**config.mk**
```make
export PLATFORM = sky130hd
export DESIGN_NAME = skis_cmp
export DESIGN_NICKNAME = d
export VERILOG_FILES = /design/src/rtl/skis_pkg.sv /design/src/rtl/skis_cmp.sv
export SDC_FILE = /design/constraint.sdc
export NUM_CORES = 1
export LEC_CHECK = 0
export ABC_CLOCK_PERIOD_IN_PS = 3270
export BUFFER_PORTS_ARGS = -buffer_cell sky130_fd_sc_hd__buf_2
export CELL_PAD_IN_SITES_DETAIL_PLACEMENT = 1
export CELL_PAD_IN_SITES_GLOBAL_PLACEMENT = 1
export CORE_MARGIN = 1
export CORE_UTILIZATION = 29
export DETAILED_ROUTE_END_ITERATION = 8
export PLACE_DENSITY = 0.95
export SLEW_MARGIN = 20
export SYNTH_ARGS = -nofsm -noshare
export SYNTH_HDL_FRONTEND = slang
export SYNTH_SLANG_ARGS = --single-unit
export TNS_END_PERCENT = 5
```
**constraint.sdc**
```tcl
create_clock -name vclk -period 3.27
set_clock_uncertainty 0.2 [all_clocks]
set_input_delay 0.1635 -clock vclk [all_inputs]
set_output_delay 0.1635 -clock vclk [all_outputs]
set_load 0.02 [all_outputs]
```
**src/rtl/skis_pkg.sv**
```systemverilog
package skis_pkg;

  // default sizing
  localparam int CAPACITY_DEF   = 1024;
  localparam int KEY_DIGITS_DEF = 13;

  // fixed field widths
  localparam int KEY_W  = 52;
  localparam int SLOT_W = 10;

  typedef enum logic {
    OP_INSERT = 1'b0,
    OP_LOOKUP = 1'b1
  } opcode_t;

  typedef enum logic [1:0] {
    ST_OK   = 2'd0,
    ST_MISS = 2'd1,
    ST_FULL = 2'd2
  } status_t;

  // input word
  typedef struct packed {
    opcode_t            opcode;
    logic [KEY_W-1:0]   key_bcd;
  } in_word_t;

  // result word
  typedef struct packed {
    status_t            status;
    logic [SLOT_W-1:0]  slot;
  } out_word_t;

  // sequencer states
  typedef enum logic [2:0] {
    S_IDLE,
    S_CHECK,
    S_RDIDX,
    S_RDKEY,
    S_CMP
  } state_t;

  // memory port strobes
  typedef struct packed {
    logic ks_we;
    logic ks_re;
    logic so_we;
    logic so_re;
  } mem_ctl_t;

  // compare flags, probe against search key
  typedef struct packed {
    logic eq;
    logic lt;
    logic gt;
  } cmp_t;

endpackage

```
**src/rtl/skis_cmp.sv**
```systemverilog
module skis_cmp #(
  parameter int KW = 52
) (
  input  logic [KW-1:0] probe,
  input  logic [KW-1:0] key,
  output skis_pkg::cmp_t res
);

  // single magnitude compare shared by insert and lookup
  always_comb begin
    res.eq = (probe == key);
    res.lt = (probe < key);
    res.gt = (probe > key);
  end

endmodule

```
Yosys cells after proc, flatten, opt, wreduce, memory -nomap -nowiden
Index checks and enable logic that the tools add are counted.
{"block": "totals", "reg_bits": 0, "input_bits": 104, "elab_cells": 3}
{"block": "op_classes", "n_eq_ne": 1, "order_cmp": 2}
{"operator": "52-bit == test", "count": 1}
{"operator": "52-bit > comparator", "count": 1}
{"operator": "52-bit < comparator", "count": 1}

Longest topological paths before layout
Gate-level depths: netlist of run 1.
{"block": "depth", "word_depth": 1, "mapped_depth": 8, "depth_no_buf": 8}

Least setup slack after synthesis of run 1
OpenSTA, ideal clock, no wires.
{"block": "synth_path", "path_kind": "input to output", "start": "input key[10]", "end": "output res[0] (netlist name)", "t_arrival_ps": 2023, "path_buffers": 0, "stages": 7, "slack_ps": 884, "required_ps": 2907, "path_cell_list": "inv_1 -> ha_1 -> and4_2 -> a221o_1 -> a2111o_1 -> a211oi_2 -> nor2_1"}
{"element": "start: declaration", "line": "skis_cmp.sv:5", "source": "input logic [KW-1:0] key,"}
{"element": "end: declaration", "line": "skis_cmp.sv:6", "source": "output skis_pkg::cmp_t res"}

==> results of run 1 <==
## report_power, final
group / leakage, nW / internal, W / switching, W
combinational: 1.25 / 0.000112 / 0.000103
sequential: 0 / 0 / 0
clock: 0 / 0 / 0
total: 1.25 / 0.000112 / 0.000103
## cells in the mapped netlist
library cell / n
o211ai_1: 2
nor2b_1: 1
nor3_1: 2
a22oi_1: 1
a221o_1: 1
nor2_1: 8
nand2b_1: 1
a21oi_1: 21
o21ai_1: 1
and4_2: 2
ha_1: 52
a2111o_1: 1
nor4_1: 3
nand2_1: 16
a21oi_2: 1
o21ai_0: 5
inv_1: 53
nand3_1: 6
a31oi_1: 1
nand4bb_1: 1
a221oi_1: 1
a21o_2: 1
a211oi_2: 1
nand4_1: 9
a21o_1: 1
a211oi_1: 1
and4_1: 1
## routing by layer
layer | GRT usage | routed length [microns] | up-vias
li1 | - | - | 888
met1 | 0.178 | 1600 | 765
met2 | 0.343 | 2190 | 58
met3 | 0.0101 | 210 | 4
met4 | 0.0133 | 29 | 0
met5 | 0 | 0 | -
## area by class of cell
| type | count | area (sq um) |
|---|---|---|
| Fill cell | 625 | 2470 |
| Inverter | 53 | 199 |
| Multi-Input combinational cell | 141 | 1150 |
| Tap cell | 52 | 65.1 |
| Timing Repair Buffer | 107 | 536 |
## metrics by stage
step | total power [W] | cells | instance area [sq um] | worst slack [ps] | hold slack [ps]
detailed placement | 0.000219 | 353 | 1950 | 815 | 754
global route | 0.000251 | 353 | 1950 | 700 | 784
CTS | 0.000221 | 353 | 1950 | 807 | 753
global placement | 0.000207 | 353 | 1950 | 858 | 753
floorplan | 0.000120 | 194 | 1350 | 884 | 461
finish | 0.000215 | 353 | 1950 | 839 | 729
## cells by family (layout without fill, tap and decap cells)
| group | Yosys count | count (layout) | synth area share |
|---|---|---|---|
| buffers and inverters | 53 | 160 | 0.148 |
| adder cells (fa/ha/maj) | 52 | 52 | 0.483 |
| AND/OR/NAND/NOR | 50 | 50 | 0.191 |
| AO/OA/AOI/OAI | 39 | 39 | 0.178 |
## critical path, cell delays in order
cell and delay, ps:
buf_2 100, ha_1 330, a21oi_2 140, o21ai_1 70
a221o_1 350, a2111o_1 440, a211oi_2 240, nor2_1 70
buf_2 160
## how the worst max path moves through the flow
stage / from / to / slack [ps] / depth (start not counted)
2_1_floorplan: key[10] / res[0] / 880 / 7
3_3_place_gp: probe[7] / res[0] / 860 / 9
3_5_place_dp: probe[7] / res[0] / 810 / 9
4_1_cts: probe[7] / res[0] / 810 / 9
5_1_grt: probe[7] / res[0] / 700 / 9
6_report: probe[7] / res[0] / 840 / 9
==> impl_metrics.json, run 1 <==
{
  "startpoint_type": "input pin",
  "fmax_mhz": 411,
  "drt_iter0_drc": 13,
  "postSynthAreaPerCell_sq_um": 6.94,
  "area_delta_synth_final_pct": 44.6,
  "num_rows": 24,
  "synth_area_leaders": "ha_1 (48%), inv_1 (15%), a21oi_1 (7.8%), nand2_1 (4.5%), nand4_1 (4.2%)",
  "cap_viol_max_count": 0,
  "synth_fp_nets": 350,
  "setup_violations": 0,
  "gp_congestion": 0.772,
  "diodes": 0,
  "yosysTopAreaCell": "ha_1",
  "drc_errors": 0,
  "final_common_cell": "buf_2",
  "firstDrtPassIters": 3,
  "netlist_instances": 194,
  "final_cell_mix": "buf_2 (107), inv_1 (53), ha_1 (52)",
  "grt_max_degree": 5,
  "rsz0062_at_grt": "no",
  "synth_cell_types": 27,
  "cts-resized-gates": 0,
  "seqCellArea_sq_um": 0,
  "worstMarginPinSlew_ps": 371,
  "seq_cells": 0,
  "core_sq_um": 4410,
  "gr-usage-all-layers": 0.162,
  "cp.arrival_ps": 2070,
  "vias": 1715,
  "holdPathStages": 6,
  "drive_gt1_frac": 0.372,
  "overflow": 0,
  "chipHeight_microns": 70.1,
  "ant_nets": 0,
  "post_cts_buffers": 0,
  "path_class": "input pin to output pin",
  "status": "complete, no violations",
  "dieArea_sq_um": 4920,
  "io-pin-count": 107,
  "hp-class": "input pin to output pin",
  "p_per_area_nw_per_um2": 110,
  "syn_area_sq_um": 1350,
  "die_x_microns": 70.1,
  "fin_crit_ps": 2430,
  "hold_path_startpoint": "probe[51]",
  "crit_required_ps": 2910,
  "wl_per_cell_microns": 11.4,
  "wl_mm": 4.03,
  "antenna_found_initial": 0,
  "grt_pass1_vias": 1762,
  "endpoint_kind": "output pin",
  "maxSlewViolCount": 0,
  "cp_max_fo": 3,
  "synth_top_area_frac": 0.483,
  "peakVddDrop_mv": 0.0380,
  "slew_headroom": 0.750,
  "yosysSeqAreaShare": 0,
  "portBuffers": 107,
  "hpwl_mm": 3.96,
  "postCtsHoldBufs": 0,
  "fin_util": 0.441,
  "min_to": "res[1]",
  "min_period_over_period": 0.743,
  "hold_viol_final": 0,
  "leakagePower_nw": 1.25,
  "clock_buffers": 0,
  "avgViaCountPerCell": 4.86,
  "nets": 459,
  "setup_tns_ps": 0,
  "ys_warn_count": 0,
  "grt_pass1_wl_mm": 6.82,
  "start_util": 0.305
}
(Power assumes the default switching activity.)
==> run 2: changes to the inputs <==
ABC_CLOCK_PERIOD_IN_PS = 2340   (was 3270)
CORE_UTILIZATION = 27   (was 29)
PLACE_DENSITY = 0.92   (was 0.95)
clock period = 2.34 ns   (was 3.27 ns; I/O delays follow)
==> impl_metrics.json, run 2 (synthesized netlist as in run 1, its figures left out) <==
{
  "status": "complete, no violations",
  "hpwl_mm": 3.90,
  "seqCellArea_sq_um": 0,
  "critPathTopFamily": "compound AO/OA/AOI/OAI gates",
  "hp-class": "input pin to output pin",
  "slowest_stage": "a2111o_1",
  "min_period_over_period": 0.959,
  "chipHeight_microns": 72.6,
  "hold_viol_final": 0,
  "drt_iter0_drc": 10,
  "total_power_w": 0.000321,
  "endpoint_kind": "output pin",
  "drc_errors": 0,
  "path_class": "input pin to output pin",
  "fin_ws_ps": 96.2,
  "num_rows": 25,
  "grt_max_degree": 5,
  "final_cell_mix": "buf_2 (106), inv_1 (49), ha_1 (47)",
  "wl_mm": 4.14,
  "portBuffers": 107,
  "dieArea_sq_um": 5270,
  "fin_cells": 369,
  "crit_required_ps": 2020,
  "die_x_microns": 72.6,
  "cap_viol_max_count": 0,
  "ant_nets": 0,
  "cp_max_fo": 2,
  "avgViaCountPerCell": 4.61,
  "overflow": 0,
  "slew_headroom": 0.741,
  "antenna_found_initial": 0,
  "worstPathCellList": "buf_2 > inv_1 > ha_4 > a21oi_2 > o21ai_1 > a221o_1 > a2111o_1 > a211oi_2 > nor2_1 > buf_4",
  "p_per_area_nw_per_um2": 157,
  "wl_per_cell_microns": 11.2,
  "setup_violations": 0,
  "min_to": "res[1]",
  "holdPathStages": 6,
  "worstMarginPinSlew_ps": 385,
  "gr-usage-all-layers": 0.154,
  "seq_cells": 0,
  "leakagePower_nw": 1.26,
  "drive_gt1_frac": 0.407,
  "cpPeakStageDelay_ps": 440,
  "hold_path_startpoint": "probe[51]",
  "startpoint_type": "input pin",
  "cp.arrival_ps": 1930,
  "diodes": 0,
  "core_sq_um": 4750,
  "nets": 460,
  "grt_pass1_wl_mm": 6.71,
  "final_common_cell": "buf_2",
  "grt_pass1_vias": 1735,
  "io-pin-count": 107,
  "fmax_mhz": 446,
  "maxSlewViolCount": 0,
  "postCtsHoldBufs": 0,
  "vias": 1702,
  "clock_buffers": 0,
  "dp.cells": 369,
  "peakVddDrop_mv": 0.0616,
  "pre_cts_ws_ps": -17.7,
  "area_delta_synth_final_pct": 51.8,
  "firstDrtPassIters": 4,
  "fin_crit_ps": 2240,
  "start_util": 0.283,
  "timing.critical_path.buf_inv": 3,
  "setup_tns_ps": 0,
  "gp_congestion": 0.773
}
==> run 2: cell types whose count changed in the layout (fill, tap and decap cells not counted), sizes merged <==
cell / previous run / this run
buf: 107 / 108
==> run 2: power by group <==
group          switching, W  internal, W  total [W]
clock network             0            0          0
registers                 0            0          0
logic              0.000153     0.000167   0.000321
total              0.000153     0.000167   0.000321
==> run 2: metrics by stage <==
stage,util,area [sq um],hold slack [ps]
final,0.430,2040,643
after global routing,0.430,2040,716
after CTS,0.423,2010,663
after detailed placement,0.415,1970,660
after global placement,0.415,1970,672
after floorplan,-,1350,368
==> run 2: layer usage <==
layer | share of wire | global-route usage
met5 | 0 | 0
met4 | 0.0024 | 0
met1 | 0.41 | 0.174
met2 | 0.52 | 0.328
met3 | 0.061 | 0.00552
==> run 2: layout make-up <==
class | instances | area [sq um]
Fill cell | 648 | 2710
Inverter | 53 | 199
Multi-Input combinational cell | 141 | 1210
Tap cell | 67 | 83.8
Timing Repair Buffer | 108 | 546
==> run 2: worst max-delay path by stage <==
stage / from / endpoint / slack, ps / cells after the start
after floorplan: key[10] / res[0] / 50 / 7
after global placement: probe[7] / res[0] / 10 / 9
after detailed placement: probe[7] / res[0] / -20 / 9
after CTS: probe[9] / res[0] / 20 / 8
after global routing: key[5] / res[0] / -7 / 10
final: key[5] / res[0] / 100 / 10
==> run 2: repair_timing <==
item / CTS / global route
setup buffers: 0 / 0
pin swaps: 2 / 4
gates cloned: 0 / 0
gates resized for setup: 4 / 8
setup endpoints to repair: 1 / 2
